File: src/sv/gtp_pkg.sv
// Shared types, codes and constants of the grid turtle plotter.
`timescale 1ns / 1ps
`default_nettype none

package gtp_pkg;

    localparam int MAX_SIDE_DEF = 32;

    localparam int KIND_W   = 3;
    localparam int DIST_W   = 6;
    localparam int GRID_W   = 6;
    localparam int QRY_W    = 5;
    localparam int OCOORD_W = 5;
    localparam int HEAD_W   = 2;

    localparam int S_TDATA_W = 24;
    localparam int S_TUSER_W = 3;
    localparam int M_TDATA_W = 16;

    localparam logic [GRID_W-1:0] GRID_RESET = GRID_W'(32);

    localparam logic [KIND_W-1:0] KIND_RIGHT = 3'd0;
    localparam logic [KIND_W-1:0] KIND_LEFT  = 3'd1;
    localparam logic [KIND_W-1:0] KIND_MOVE  = 3'd2;
    localparam logic [KIND_W-1:0] KIND_HOME  = 3'd3;
    localparam logic [KIND_W-1:0] KIND_CLEAR = 3'd4;
    localparam logic [KIND_W-1:0] KIND_READ  = 3'd5;

    localparam logic [HEAD_W-1:0] HD_EAST  = 2'd0;
    localparam logic [HEAD_W-1:0] HD_WEST  = 2'd1;
    localparam logic [HEAD_W-1:0] HD_SOUTH = 2'd2;
    localparam logic [HEAD_W-1:0] HD_NORTH = 2'd3;

    typedef struct packed {
        logic accept;
        logic step;
        logic capture;
        logic load;
    } t_dp_cmd;

    typedef struct packed {
        logic go_move;
        logic go_read;
        logic last_step;
    } t_dp_stat;

    function automatic logic [HEAD_W-1:0] turn_right(input logic [HEAD_W-1:0] h);
        logic [HEAD_W-1:0] r;
        unique case (h)
            HD_EAST:  r = HD_SOUTH;
            HD_SOUTH: r = HD_WEST;
            HD_WEST:  r = HD_NORTH;
            HD_NORTH: r = HD_EAST;
            default:  r = HD_EAST;
        endcase
        return r;
    endfunction

    function automatic logic [HEAD_W-1:0] turn_left(input logic [HEAD_W-1:0] h);
        logic [HEAD_W-1:0] r;
        unique case (h)
            HD_EAST:  r = HD_NORTH;
            HD_NORTH: r = HD_WEST;
            HD_WEST:  r = HD_SOUTH;
            HD_SOUTH: r = HD_EAST;
            default:  r = HD_EAST;
        endcase
        return r;
    endfunction

endpackage

`default_nettype wire

File: src/sv/gtp_bitmap.sv
// Row-wide bitmap memory with per-row valid flags, so a clear only resets the flags.
`timescale 1ns / 1ps
`default_nettype none

module gtp_bitmap #(
    parameter int MAX_SIDE = gtp_pkg::MAX_SIDE_DEF,
    localparam int CW = $clog2(MAX_SIDE)
) (
    input  wire logic                i_clk,
    input  wire logic                i_rst_n,
    input  wire logic                i_clr,
    input  wire logic                i_we,
    input  wire logic [CW-1:0]       i_wr_row,
    input  wire logic [CW-1:0]       i_wr_col,
    input  wire logic                i_re,
    input  wire logic [CW-1:0]       i_rd_row,
    output logic      [MAX_SIDE-1:0] o_rd_bits
);

    logic [MAX_SIDE-1:0] r_mem [MAX_SIDE];
    logic [MAX_SIDE-1:0] r_valid;
    logic [MAX_SIDE-1:0] r_rd_data;
    logic                r_rd_valid;

    always_ff @(posedge i_clk) begin
        if (!i_rst_n || i_clr) begin
            r_valid <= '0;
        end else if (i_we) begin
            r_valid[i_wr_row] <= 1'b1;
        end
    end

    // A row not yet valid is written whole, so stale bits never show.
    always_ff @(posedge i_clk) begin
        if (i_we) begin
            for (int b = 0; b < MAX_SIDE; b++) begin
                if (!r_valid[i_wr_row] || (i_wr_col == CW'(b))) begin
                    r_mem[i_wr_row][b] <= (i_wr_col == CW'(b));
                end
            end
        end
    end

    always_ff @(posedge i_clk) begin
        if (i_re) begin
            r_rd_data  <= r_mem[i_rd_row];
            r_rd_valid <= r_valid[i_rd_row];
        end
    end

    assign o_rd_bits = r_rd_valid ? r_rd_data : '0;

endmodule

`default_nettype wire

File: src/sv/gtp_dp.sv
// Datapath: turtle position, heading, grid size, move walker and result register.
`timescale 1ns / 1ps
`default_nettype none

module gtp_dp #(
    parameter int MAX_SIDE = gtp_pkg::MAX_SIDE_DEF
) (
    input  wire logic                          i_clk,
    input  wire logic                          i_rst_n,
    input  wire gtp_pkg::t_dp_cmd              i_cmd,
    output gtp_pkg::t_dp_stat                  o_stat,
    input  wire logic                          i_cfg_we,
    input  wire logic [gtp_pkg::GRID_W-1:0]    i_cfg_data,
    input  wire logic [gtp_pkg::KIND_W-1:0]    i_kind,
    input  wire logic [gtp_pkg::DIST_W-1:0]    i_distance,
    input  wire logic                          i_pen_down,
    input  wire logic [gtp_pkg::QRY_W-1:0]     i_query_col,
    input  wire logic [gtp_pkg::QRY_W-1:0]     i_query_row,
    output logic                               o_accepted,
    output logic      [gtp_pkg::OCOORD_W-1:0]  o_col,
    output logic      [gtp_pkg::OCOORD_W-1:0]  o_row,
    output logic      [gtp_pkg::HEAD_W-1:0]    o_heading_now,
    output logic                               o_cell_value
);

    localparam int CW = $clog2(MAX_SIDE);
    localparam int AW = ((CW > gtp_pkg::DIST_W) ? CW : gtp_pkg::DIST_W) + 1;

    logic [CW-1:0]                 r_col, n_col;
    logic [CW-1:0]                 r_row, n_row;
    logic [gtp_pkg::HEAD_W-1:0]    r_head, n_head;
    logic [gtp_pkg::GRID_W-1:0]    r_grid;
    logic                          r_acc, n_acc;
    logic                          r_cell, n_cell;
    logic [gtp_pkg::DIST_W-1:0]    r_cnt, n_cnt;
    logic                          r_pen, n_pen;
    logic [CW-1:0]                 r_qcol, n_qcol;
    logic                          r_qok, n_qok;

    logic                          r_o_acc;
    logic [gtp_pkg::OCOORD_W-1:0]  r_o_col;
    logic [gtp_pkg::OCOORD_W-1:0]  r_o_row;
    logic [gtp_pkg::HEAD_W-1:0]    r_o_head;
    logic                          r_o_cell;

    logic [AW-1:0]       side;
    logic [AW-1:0]       grid_ext;
    logic [AW-1:0]       col_ext;
    logic [AW-1:0]       row_ext;
    logic [AW-1:0]       dist_ext;
    logic [AW-1:0]       qc_ext;
    logic [AW-1:0]       qr_ext;
    logic [AW-1:0]       col_out;
    logic [AW-1:0]       row_out;
    logic                move_ok;
    logic                q_ok;
    logic                clr;
    logic                rd_en;
    logic [MAX_SIDE-1:0] rd_bits;

    assign grid_ext = AW'(r_grid);
    assign col_ext  = AW'(r_col);
    assign row_ext  = AW'(r_row);
    assign dist_ext = AW'(i_distance);
    assign qc_ext   = AW'(i_query_col);
    assign qr_ext   = AW'(i_query_row);
    assign col_out  = AW'(r_col);
    assign row_out  = AW'(r_row);

    always_comb begin
        priority if (grid_ext == '0) begin
            side = AW'(1);
        end else if (grid_ext > AW'(MAX_SIDE)) begin
            side = AW'(MAX_SIDE);
        end else begin
            side = grid_ext;
        end
    end

    always_comb begin
        unique case (r_head)
            gtp_pkg::HD_EAST:  move_ok = (col_ext + dist_ext) < side;
            gtp_pkg::HD_WEST:  move_ok = dist_ext <= col_ext;
            gtp_pkg::HD_SOUTH: move_ok = (row_ext + dist_ext) < side;
            gtp_pkg::HD_NORTH: move_ok = dist_ext <= row_ext;
            default:           move_ok = 1'b0;
        endcase
    end

    assign q_ok = (qc_ext < side) && (qr_ext < side);

    assign o_stat.go_move   = (i_kind == gtp_pkg::KIND_MOVE) && move_ok && (i_distance != '0);
    assign o_stat.go_read   = (i_kind == gtp_pkg::KIND_READ);
    assign o_stat.last_step = (r_cnt == gtp_pkg::DIST_W'(1));

    always_comb begin
        n_col  = r_col;
        n_row  = r_row;
        n_head = r_head;
        n_acc  = r_acc;
        n_cell = r_cell;
        n_cnt  = r_cnt;
        n_pen  = r_pen;
        n_qcol = r_qcol;
        n_qok  = r_qok;
        clr    = 1'b0;
        rd_en  = 1'b0;
        if (i_cmd.accept) begin
            n_acc  = 1'b1;
            n_cell = 1'b0;
            n_cnt  = i_distance;
            n_pen  = i_pen_down;
            n_qcol = qc_ext[CW-1:0];
            n_qok  = q_ok;
            unique case (i_kind)
                gtp_pkg::KIND_RIGHT: n_head = gtp_pkg::turn_right(r_head);
                gtp_pkg::KIND_LEFT:  n_head = gtp_pkg::turn_left(r_head);
                gtp_pkg::KIND_MOVE:  n_acc  = move_ok;
                gtp_pkg::KIND_HOME: begin
                    n_col = '0;
                    n_row = '0;
                end
                gtp_pkg::KIND_CLEAR: clr   = 1'b1;
                gtp_pkg::KIND_READ:  rd_en = 1'b1;
                default:             n_acc = 1'b0;
            endcase
        end
        if (i_cmd.step) begin
            n_cnt = r_cnt - gtp_pkg::DIST_W'(1);
            unique case (r_head)
                gtp_pkg::HD_EAST:  n_col = r_col + CW'(1);
                gtp_pkg::HD_WEST:  n_col = r_col - CW'(1);
                gtp_pkg::HD_SOUTH: n_row = r_row + CW'(1);
                gtp_pkg::HD_NORTH: n_row = r_row - CW'(1);
                default:           n_col = r_col;
            endcase
        end
        if (i_cmd.capture) begin
            n_cell = r_qok && rd_bits[r_qcol];
        end
    end

    always_ff @(posedge i_clk) begin
        if (!i_rst_n) begin
            r_col  <= '0;
            r_row  <= '0;
            r_head <= gtp_pkg::HD_EAST;
            r_grid <= gtp_pkg::GRID_RESET;
        end else begin
            r_col  <= n_col;
            r_row  <= n_row;
            r_head <= n_head;
            if (i_cfg_we) begin
                r_grid <= i_cfg_data;
            end
        end
    end

    always_ff @(posedge i_clk) begin
        r_acc  <= n_acc;
        r_cell <= n_cell;
        r_cnt  <= n_cnt;
        r_pen  <= n_pen;
        r_qcol <= n_qcol;
        r_qok  <= n_qok;
        if (i_cmd.load) begin
            r_o_acc  <= r_acc;
            r_o_col  <= col_out[gtp_pkg::OCOORD_W-1:0];
            r_o_row  <= row_out[gtp_pkg::OCOORD_W-1:0];
            r_o_head <= r_head;
            r_o_cell <= r_cell;
        end
    end

    gtp_bitmap #(
        .MAX_SIDE (MAX_SIDE)
    ) u_bitmap (
        .i_clk     (i_clk),
        .i_rst_n   (i_rst_n),
        .i_clr     (clr),
        .i_we      (i_cmd.step && r_pen),
        .i_wr_row  (r_row),
        .i_wr_col  (r_col),
        .i_re      (rd_en),
        .i_rd_row  (qr_ext[CW-1:0]),
        .o_rd_bits (rd_bits)
    );

    assign o_accepted    = r_o_acc;
    assign o_col         = r_o_col;
    assign o_row         = r_o_row;
    assign o_heading_now = r_o_head;
    assign o_cell_value  = r_o_cell;

endmodule

`default_nettype wire

File: src/sv/gtp_ctrl.sv
// Controller: command sequencing and result handshake.
`timescale 1ns / 1ps
`default_nettype none

module gtp_ctrl (
    input  wire logic               i_clk,
    input  wire logic               i_rst_n,
    input  wire logic               i_in_valid,
    output logic                    o_in_ready,
    output logic                    o_out_valid,
    input  wire logic               i_out_ready,
    output gtp_pkg::t_dp_cmd        o_cmd,
    input  wire gtp_pkg::t_dp_stat  i_stat
);

    typedef enum logic [3:0] {
        S_IDLE = 4'b0001,
        S_MOVE = 4'b0010,
        S_READ = 4'b0100,
        S_FIN  = 4'b1000
    } t_state;

    t_state r_state, n_state;
    logic   r_out_valid, n_out_valid;
    logic   accept;
    logic   load;

    assign o_in_ready = (r_state == S_IDLE);
    assign accept     = o_in_ready && i_in_valid;
    assign load       = (r_state == S_FIN) && (!r_out_valid || i_out_ready);

    always_comb begin
        n_state = r_state;
        unique case (r_state)
            S_IDLE: begin
                if (i_in_valid) begin
                    priority if (i_stat.go_move) begin
                        n_state = S_MOVE;
                    end else if (i_stat.go_read) begin
                        n_state = S_READ;
                    end else begin
                        n_state = S_FIN;
                    end
                end
            end
            S_MOVE: begin
                if (i_stat.last_step) begin
                    n_state = S_FIN;
                end
            end
            S_READ: n_state = S_FIN;
            S_FIN: begin
                if (load) begin
                    n_state = S_IDLE;
                end
            end
            default: n_state = S_IDLE;
        endcase
    end

    always_comb begin
        n_out_valid = r_out_valid;
        if (load) begin
            n_out_valid = 1'b1;
        end else if (i_out_ready) begin
            n_out_valid = 1'b0;
        end
    end

    always_ff @(posedge i_clk) begin
        if (!i_rst_n) begin
            r_state     <= S_IDLE;
            r_out_valid <= 1'b0;
        end else begin
            r_state     <= n_state;
            r_out_valid <= n_out_valid;
        end
    end

    assign o_cmd.accept  = accept;
    assign o_cmd.step    = (r_state == S_MOVE);
    assign o_cmd.capture = (r_state == S_READ);
    assign o_cmd.load    = load;
    assign o_out_valid   = r_out_valid;

endmodule

`default_nettype wire

File: src/sv/grid_turtle_plotter.sv
// Top level of the grid turtle plotter: stream ports, controller and datapath.
//
// Commands arrive on the s_axis channel, one item each; the command kind rides
// in s_axis_tuser and its operands in s_axis_tdata. Every command yields exactly
// one result item on m_axis: accept flag, turtle position, heading and the cell
// bit for a read. The grid side is written through the cfg channel, which is
// always ready; write it only while no command is in flight.
// Turn, home, clear, a refused move, a zero-length move and an unknown kind go
// straight to the finish state; a read passes a read state for the registered
// row read of the bitmap; a move runs the walker, which steps one cell per cycle
// and marks it with the pen down. One command is in flight at a time.
// A finished result sits in an output register, so the next item is taken while
// the receiver stalls; a following result waits until that register frees.
// Reset (synchronous, active low) homes the turtle facing east, sets the grid
// side to 32 and clears the bitmap at once through per-row valid flags; no
// clearing pass follows, and the clear command clears the same way.
`timescale 1ns / 1ps
`default_nettype none

module grid_turtle_plotter #(
    parameter int MAX_SIDE = gtp_pkg::MAX_SIDE_DEF
) (
    input  wire logic                            i_clk,
    input  wire logic                            i_rst_n,
    input  wire logic                            s_axis_tvalid,
    output logic                                 s_axis_tready,
    // distance[5:0], pen_down[6], query_col[11:7], query_row[16:12], zero fill
    input  wire logic [gtp_pkg::S_TDATA_W-1:0]   s_axis_tdata,
    // kind[2:0]
    input  wire logic [gtp_pkg::S_TUSER_W-1:0]   s_axis_tuser,
    output logic                                 m_axis_tvalid,
    input  wire logic                            m_axis_tready,
    // accepted[0], col[5:1], row[10:6], heading_now[12:11], cell_value[13], zero fill
    output logic      [gtp_pkg::M_TDATA_W-1:0]   m_axis_tdata,
    input  wire logic                            i_cfg_valid,
    output logic                                 o_cfg_ready,
    input  wire logic [gtp_pkg::GRID_W-1:0]      i_cfg_data
);

    gtp_pkg::t_dp_cmd                  cmd;
    gtp_pkg::t_dp_stat                 stat;
    logic                              accepted;
    logic [gtp_pkg::OCOORD_W-1:0]      col;
    logic [gtp_pkg::OCOORD_W-1:0]      row;
    logic [gtp_pkg::HEAD_W-1:0]        heading_now;
    logic                              cell_value;

    assign o_cfg_ready = 1'b1;

    gtp_ctrl u_ctrl (
        .i_clk       (i_clk),
        .i_rst_n     (i_rst_n),
        .i_in_valid  (s_axis_tvalid),
        .o_in_ready  (s_axis_tready),
        .o_out_valid (m_axis_tvalid),
        .i_out_ready (m_axis_tready),
        .o_cmd       (cmd),
        .i_stat      (stat)
    );

    gtp_dp #(
        .MAX_SIDE (MAX_SIDE)
    ) u_dp (
        .i_clk         (i_clk),
        .i_rst_n       (i_rst_n),
        .i_cmd         (cmd),
        .o_stat        (stat),
        .i_cfg_we      (i_cfg_valid && o_cfg_ready),
        .i_cfg_data    (i_cfg_data),
        .i_kind        (s_axis_tuser[2:0]),
        .i_distance    (s_axis_tdata[5:0]),
        .i_pen_down    (s_axis_tdata[6]),
        .i_query_col   (s_axis_tdata[11:7]),
        .i_query_row   (s_axis_tdata[16:12]),
        .o_accepted    (accepted),
        .o_col         (col),
        .o_row         (row),
        .o_heading_now (heading_now),
        .o_cell_value  (cell_value)
    );

    assign m_axis_tdata = {2'b00, cell_value, heading_now, row, col, accepted};

`ifndef SYNTHESIS
    a_no_input_while_moving: assert property (@(posedge i_clk) disable iff (!i_rst_n)
        cmd.step |-> !s_axis_tready)
        else $error("input taken while a move is walking");

    a_load_only_when_free: assert property (@(posedge i_clk) disable iff (!i_rst_n)
        cmd.load |-> (!m_axis_tvalid || m_axis_tready))
        else $error("result loaded over one not yet taken");

    a_cell_implies_accepted: assert property (@(posedge i_clk) disable iff (!i_rst_n)
        (m_axis_tvalid && m_axis_tdata[13]) |-> m_axis_tdata[0])
        else $error("cell bit set on a refused command");

    a_accept_leads_to_work: assert property (@(posedge i_clk) disable iff (!i_rst_n)
        (s_axis_tvalid && s_axis_tready) |=> !s_axis_tready)
        else $error("controller idle right after taking an item");
`endif

endmodule

`default_nettype wire

File: config.mk
export PLATFORM = sky130hd
export DESIGN_NAME = grid_turtle_plotter
export DESIGN_NICKNAME = d
export VERILOG_FILES = /design/src/sv/gtp_pkg.sv /design/src/sv/gtp_bitmap.sv /design/src/sv/gtp_dp.sv /design/src/sv/gtp_ctrl.sv /design/src/sv/grid_turtle_plotter.sv
export SDC_FILE = /design/constraint.sdc
export NUM_CORES = 2
export LEC_CHECK = 0
export ABC_CLOCK_PERIOD_IN_PS = 3600
export BUFFER_PORTS_ARGS = -buffer_cell sky130_fd_sc_hd__buf_2
export CAP_MARGIN = 30
export CORE_MARGIN = 3
export CORE_UTILIZATION = 55
export CTS_CLUSTER_SIZE = 28
export DETAILED_ROUTE_END_ITERATION = 10
export HOLD_SLACK_MARGIN = 0.08
export PLACE_DENSITY = 0.8
export SKIP_LAST_GASP = 1
export SYNTH_ARGS = -nofsm -noshare
export SYNTH_HDL_FRONTEND = slang
export SYNTH_SLANG_ARGS = --single-unit
export TNS_END_PERCENT = 100
File: constraint.sdc
create_clock -name i_clk -period 3.6 [get_ports i_clk]
set_clock_uncertainty 0.1 [all_clocks]
set_input_delay 0.36 -clock i_clk [delete_from_list [all_inputs] [get_ports i_clk]]
set_output_delay 0.36 -clock i_clk [all_outputs]
set_load 0.005 [all_outputs]
==> After elaboration in Yosys (flattened, before gate mapping) <==
Memory sizes are Yosys's and may differ from the RTL's. A register that Yosys moved wholly into a read port is not among the register bits.
Cells that the tools add are included.
{ "word_totals": {"mem_count": 1, "regBits": 85, "out_inout_bits": 19, "ramBits": 1024, "inputBits": 38} }
{ "classes": {"n_lt_le_gt_ge": 11, "n_bitwise": 1, "reduce_logical": 57, "n_addsub": 7, "n_eq_ne": 47, "n_mux": 136} }
{ "memory_table": {"columns": ["name", "depth", "width", "read_ports", "rd_clocked_by_memory_dff", "write_ports", "line_no", "rtl"], "rows": [
  ["u_dp.u_bitmap.r_mem", 32, 32, 1, 1, 1, "gtp_bitmap.sv:20", "logic [MAX_SIDE-1:0] r_mem [MAX_SIDE];"]
]} }
{ "ops": {"columns": ["cell", "n"], "rows": [
  ["2-to-1 mux 1 bit", 108],
  ["equality test 5 bit (second input constant)", 16],
  ["equality test 5 x 4 -> 1 bit (second input constant)", 8],
  ["logical OR 1 bit", 34],
  ["2-to-1 mux 32 bit", 1],
  ["bitwise OR 32 bit", 1],
  ["2-to-1 mux 5 bit", 6],
  ["equality test 5 x 3 -> 1 bit (second input constant)", 4],
  ["2-to-1 mux 4 bit", 5],
  ["case mux 5 bit (2 select lines)", 2],
  ["less-than comparator 5 x 6 -> 1 bit (second input constant)", 3],
  ["2-to-1 mux 6 bit", 3],
  ["case mux 2 bit (4 select lines)", 2],
  ["case mux 4 bit (4 select lines)", 1],
  ["binary-select mux 1 bit (select 5 bit)", 3],
  ["adder 5 x 6 -> 7 bit", 2],
  ["less-than comparator 5 x 7 -> 1 bit", 2],
  ["less-than comparator 7 bit", 2],
  ["less-or-equal comparator 6 x 5 -> 1 bit", 2],
  ["adder 5 x 1 -> 5 bit (second input constant)", 2],
  ["equality test 5 x 2 -> 1 bit (second input constant)", 2],
  ["subtractor 5 x 1 -> 5 bit (second input constant)", 2],
  ["logical AND 1 bit", 8],
  ["nonzero test 2 bit", 4],
  ["other kinds (30)", 36]
]} }

==> Depth between registers and ports, before layout <==
{ "logic_depth": {"depth_word": 10, "ltp_mapped": 15} }

==> By module <==
A second synthesis with hierarchy kept.
{ "unflattened": {"hier_cells": 3483, "hier_area_um2": 52066.2} }
{ "by_module_without_submodules": {"columns": ["module", "n_inst", "cells_each", "area_each_um2"], "rows": [
  ["gtp_bitmap", 1, 3112, 48240.0],
  ["gtp_dp", 1, 332, 3452.1],
  ["gtp_ctrl", 1, 32, 329.1],
  ["grid_turtle_plotter", 1, 7, 45.0]
]} }

==> Worst setup path before layout <==
No wires, ideal clock.
{ "synth_path": {"path_kind": "register to register", "from": "register u_ctrl.r_state[0]", "to": "register u_dp.u_bitmap.r_rd_data[0], read port of u_dp.u_bitmap.r_mem (enable)", "t_required_ns": 3.077, "setup_ns": 0.423, "path_stages_with_launch": 5, "arrival_time_ns": 2.775, "slack_ns": 0.302, "cell_sequence": "dfxtp_1 clkbuf_1 nor4b_1 nand2_1 nor2_1"} }
{ "synth_via": {"elab_chain_cells": 3} }
{ "synth_lines": {"columns": ["item", "line_no", "rtl"], "rows": [
  ["start, declared", "gtp_ctrl.sv:23", "t_state r_state, n_state;"],
  ["start signal, assigned", "gtp_ctrl.sv:75", "r_state <= n_state;"],
  ["equality test 4 x 1 -> 1 bit", "gtp_ctrl.sv:28", "assign o_in_ready = (r_state == S_IDLE);"],
  ["net s_axis_tready", "grid_turtle_plotter.sv:26", "output logic s_axis_tready,"],
  ["logical AND 1 bit", "gtp_ctrl.sv:29", "assign accept = o_in_ready && i_in_valid;"],
  ["2-to-1 mux 1 bit", "gtp_dp.sv:108", "if (i_cmd.accept) begin"],
  ["net u_dp.rd_en", "gtp_dp.sv:58", "logic rd_en;"],
  ["end, declared", "gtp_bitmap.sv:22", "logic [MAX_SIDE-1:0] r_rd_data;"]
]} }
The timed path passes the listed nets, and every way through them passes these cells.
A chain may end at the register's enable or synchronous reset.

==> Worst setup path in the final report <==
{ "layout_path": {"from": "register u_dp.r_row[0]", "to": "register u_dp.r_acc, data pin"} }
{ "layout_via": {"elab_chain_cells": 4} }
{ "layout_lines": {"columns": ["item", "line_no", "rtl"], "rows": [
  ["start, declared", "gtp_dp.sv:30", "logic [CW-1:0] r_row, n_row;"],
  ["start signal, assigned", "gtp_dp.sv:151", "r_row <= n_row;"],
  ["adder 5 x 6 -> 7 bit", "gtp_dp.sv:84", "gtp_pkg::HD_SOUTH: move_ok = (row_ext + dist_ext) < side;"],
  ["less-than comparator 7 bit", "gtp_dp.sv:84", null],
  ["case mux 1 bit (4 select lines) *", "gtp_dp.sv:81", "unique case (r_head)"],
  ["case mux 1 bit (2 select lines) *", "gtp_dp.sv:115", "unique case (i_kind)"],
  ["end signal, assigned", "gtp_dp.sv:160", "r_acc <= n_acc;"],
  ["end, declared", "gtp_dp.sv:33", "logic r_acc, n_acc;"]
]} }
Mark *: on every way between the ends. The rest lies on a longest branch, timed or not.

==> summary.txt <==
Final layout
  – Most used cells in the layout excluding fill and tap cells: sky130_fd_sc_hd__edfxtp_1 (1086), sky130_fd_sc_hd__nor2_1 (1062), sky130_fd_sc_hd__mux4_2 (348), sky130_fd_sc_hd__buf_4 (130), sky130_fd_sc_hd__clkbuf_16 (110)
  – Core occupancy in the finished layout: 62.5%
  – Non-filler cells, final: 4668
  – Most common library cell in the layout ignoring fill and taps: sky130_fd_sc_hd__edfxtp_1
  – Final net count: 3493
  – Ratio of cells with drive above 1 in the final layout: 24.0%
  – Post-Layout Inst Area: 56500 um^2
  – Relative area change from synthesis to final layout: 12.5%
  – Filler cell count: 6003

Synthesis
  – Simple-gate area share of the yosys netlist: 9.80%
  – Sequential fraction of the synthesis area: 67.2%
  – Count of flip-flops with a built-in enable after synthesis: 1086
  – Compound-gate portion of the synthesized area: 1.71%
  – Post-synthesis area per instance: 15.0 um^2
  – Cells after synthesis: 3343
  – Distinct cells, synth: 60
  – Flip-flop cell with the highest count after synthesis: sky130_fd_sc_hd__edfxtp_1
  – Share of synthesized area spent on multiplexers: 16.5%
  – Dominant combinational cell family by area after synthesis: multiplexers
  – FF+latch count, synth: 1141
  – Xor-xnor portion of the synthesized cell area: 0.349%
  – Library cell occupying the most area in the post-synthesis netlist: sky130_fd_sc_hd__edfxtp_1
  – Fraction of post-synthesis cell area in the top cell type by area: 65.0%
  – Share of synthesized flip-flops with an asynchronous set or reset: 0%
  – Top post-synthesis cells by area: sky130_fd_sc_hd__edfxtp_1 (65%), sky130_fd_sc_hd__mux4_2 (16%), sky130_fd_sc_hd__nor2_1 (8.2%)
  – Ys Warns: 0
  – Share of synthesized cell area in full adder, half adder and majority cells: 1.42%
  – Summed instance area of the synthesized netlist: 50200 um^2

CTS
  – Number of post-CTS setup repair buffers: 0
  – Number of buffers created by CTS: 109
  – Sink Count: 1141
  – Clock insertion delay at the later pin of the skew report: 0.69 ns
  – Clock H-tree levels: 3
  – Maximum clock path buffer count: 3
  – CTS tree: done
  – Clock input transition at the sequential cells of the worst setup and hold paths: 0.06 ns
  – Root buffer cell: sky130_fd_sc_hd__clkbuf_16

Timing
  – Final Hold Fails: 0
  – Unrepaired setup endpoints after global routing: no
  – Ratio of final minimum period to clock period: 91.7%
  – Max transition margin: 28.9%
  – Slew at the pin closest to its max-slew limit: 1.05 ns
  – Shortest period the worst path allows: 3.30 ns
  – Aggregate negative setup slack: 0 ns
  – Post-layout worst setup margin: 0.298 ns
  – Maximum clock rate: 303 MHz
  – Worst hold slack across all endpoints: 0.190 ns
  – Slew Viols, Final: 0
  – Number of endpoints failing setup at the final stage: 0

Worst setup path
  – Setup crit start: u_dp.r_row[0]
  – Reg2reg start: u_dp.r_row[0]
  – Type of the worst setup path: flip-flop to flip-flop
  – Worst Path Required: 3.99 ns
  – Slack of the worst reg-to-reg path: 0.30 ns
  – Critical Path Source Type: flip-flop
  – Critical path fanouts, max: 3
  – Worst Setup End Kind: flip-flop
  – Cell breakdown of the critical path: ha_1 -> fa_1 -> a21o_1 -> a21oi_1 -> xor2_1 -> ha_1 -> a211oi_1 -> o2111a_1 -> a211o_1 -> o311ai_0 -> o311a_1 -> o311ai_0
  – Critical-path cell with the highest stage delay: sky130_fd_sc_hd__fa_1
  – Crit path arrival time: 3.69 ns
  – Slowest stage delay, CP: 0.41 ns

Route
  – Total Routed Length: 132 mm
  – Via count: 30.4k
  – Routed length per instance: 28.3 um
  – Router iterations before antenna repair: 9
  – Number of remaining DRC errors: 0
  – Number of vias per cell: 6.50
  – Number of design-rule violations left by the first detailed-router iteration: 4772
  – Antenna-violating nets left: 0

Pwr
  – Power density relative to cell area: 485 nW/um^2
  – Cell leakage power: 22.1 nW
  – Total power draw: 27.4 mW
  – Worst voltage drop across the vdd grid: 0.382 mV

Global routing
  – GRT Util Overall: 28.0%
  – Initial antenna violation count: 3
  – Vias in the first global route: 30.3k
  – Largest net degree at the start of global routing: 55
  – Remaining Overflow, GRT: 0
  – First-pass GRT wire length: 194 mm

Floorplanning
  – Vertical extent of the die: 308 um
  – I/O pin count: 57
  – Initial Util: 55.6%
  – Die width: 308 um
  – Number of core rows: 110
  – Core region area: 90300 um^2
  – Die Footprint: 94900 um^2

Place
  – Count of buffers from port buffering: 46
  – Detailed placer's ending HPWL: 68.3 mm
  – Worst setup slack after placement: 0.122 ns
  – RD Place Congestion: 0.866
  – # placed instances: 4434
  – Cell area after placement: 52600 um^2

Run status
  – Outcome: finished, final reports clean

Min path
  – Path class of the lowest-slack min-delay path: input pin to flip-flop
  – Startpoint of the worst hold path: s_axis_tdata[0]

Flow run
  – Max Cap Viol: 0
==> area by class of cell <==
class | count | area (um^2) | share of cell area (%)
Multi-Input combinational cell | 1846 | 15200 | 26.9
Sequential cell | 1141 | 33700 | 59.7
Antenna cell | 2 | 5.00 | 0.00887
Timing Repair Buffer | 245 | 2290 | 4.05
Inverter | 57 | 214 | 0.379
Tap cell | 1176 | 1470 | 2.61
Clock inverter | 64 | 696 | 1.23
Clock buffer | 137 | 2880 | 5.11
==> metal layers <==
metal / track usage (%) / routed length [um] / vias to the layer above
met5: 0 / 0 / -
met4: 15.7 / 8220 / 0
met3: 5.40 / 16000 / 507
met2: 45.7 / 63900 / 2189
met1: 35.9 / 43900 / 15200
li1: - / - / 12400
==> cell usage after synthesis (10+ instances only) <==
master,number
sky130_fd_sc_hd__buf_2,109
sky130_fd_sc_hd__mux4_2,348
sky130_fd_sc_hd__nand2_1,64
sky130_fd_sc_hd__edfxtp_1,1086
sky130_fd_sc_hd__nor2b_1,13
sky130_fd_sc_hd__and3_1,17
sky130_fd_sc_hd__ha_1,52
sky130_fd_sc_hd__nor3_1,22
sky130_fd_sc_hd__a21boi_0,27
sky130_fd_sc_hd__nand2b_1,10
sky130_fd_sc_hd__inv_1,56
sky130_fd_sc_hd__nor2_1,1099
sky130_fd_sc_hd__dfxtp_1,55
sky130_fd_sc_hd__a21oi_1,28
sky130_fd_sc_hd__clkbuf_1,162
sky130_fd_sc_hd__xnor2_1,14
sky130_fd_sc_hd__mux2_2,34
sky130_fd_sc_hd__buf_1,20
sky130_fd_sc_hd__o21ai_0,22
==> power by group <==
part,internal [mW],switching [mW]
Combinational,0.559,0.708
Sequential,14.5,0.0609
Clock,6.55,5.02
Total,21.6,5.78
==> cell families after synthesis <==
kind of cell,count (synthesis)
buffers and inverters,357
muxes,389
and+or+nand+nor,1250
adders and majority gates,55
xor gates and xnor gates,20
AOI/OAI and AO/OA,129
other,2
DFF,1141
==> critical path, delay by kind of cell, from the launching register on <==
| family | cells | cell delay [ns] |
|---|---|---|
| XOR/XNOR | 1 | 0.17 |
| flip-flops | 1 | 0.32 |
| AO/OA/AOI/OAI | 8 | 1.65 |
| adder cells (fa/ha/maj) | 3 | 0.87 |
==> registers in the layout (all words and copies together) (netlist names), 6 cells and up <==
register / count
u_dp.r_cnt: 6
u_dp.r_grid: 6
u_dp.u_bitmap.r_mem: 1024
u_dp.u_bitmap.r_rd_data: 32
u_dp.u_bitmap.r_valid: 32
==> repair_timing <==
| action | CTS | global route |
|---|---|---|
| gates resized for setup | 0 | 0 |
| endpoints found under the hold margin | 25 | 0 |
| hold buffers | 31 | 0 |
==> final timing paths <==
check                           end  depth (start not counted)
setup / recovery         u_dp.r_acc                         12
hold / removal        u_dp.r_cnt[0]                          4
setup reg to reg         u_dp.r_acc                         12
hold reg to reg   u_dp.o_cell_value                          0
(Power assumes the default switching activity.)
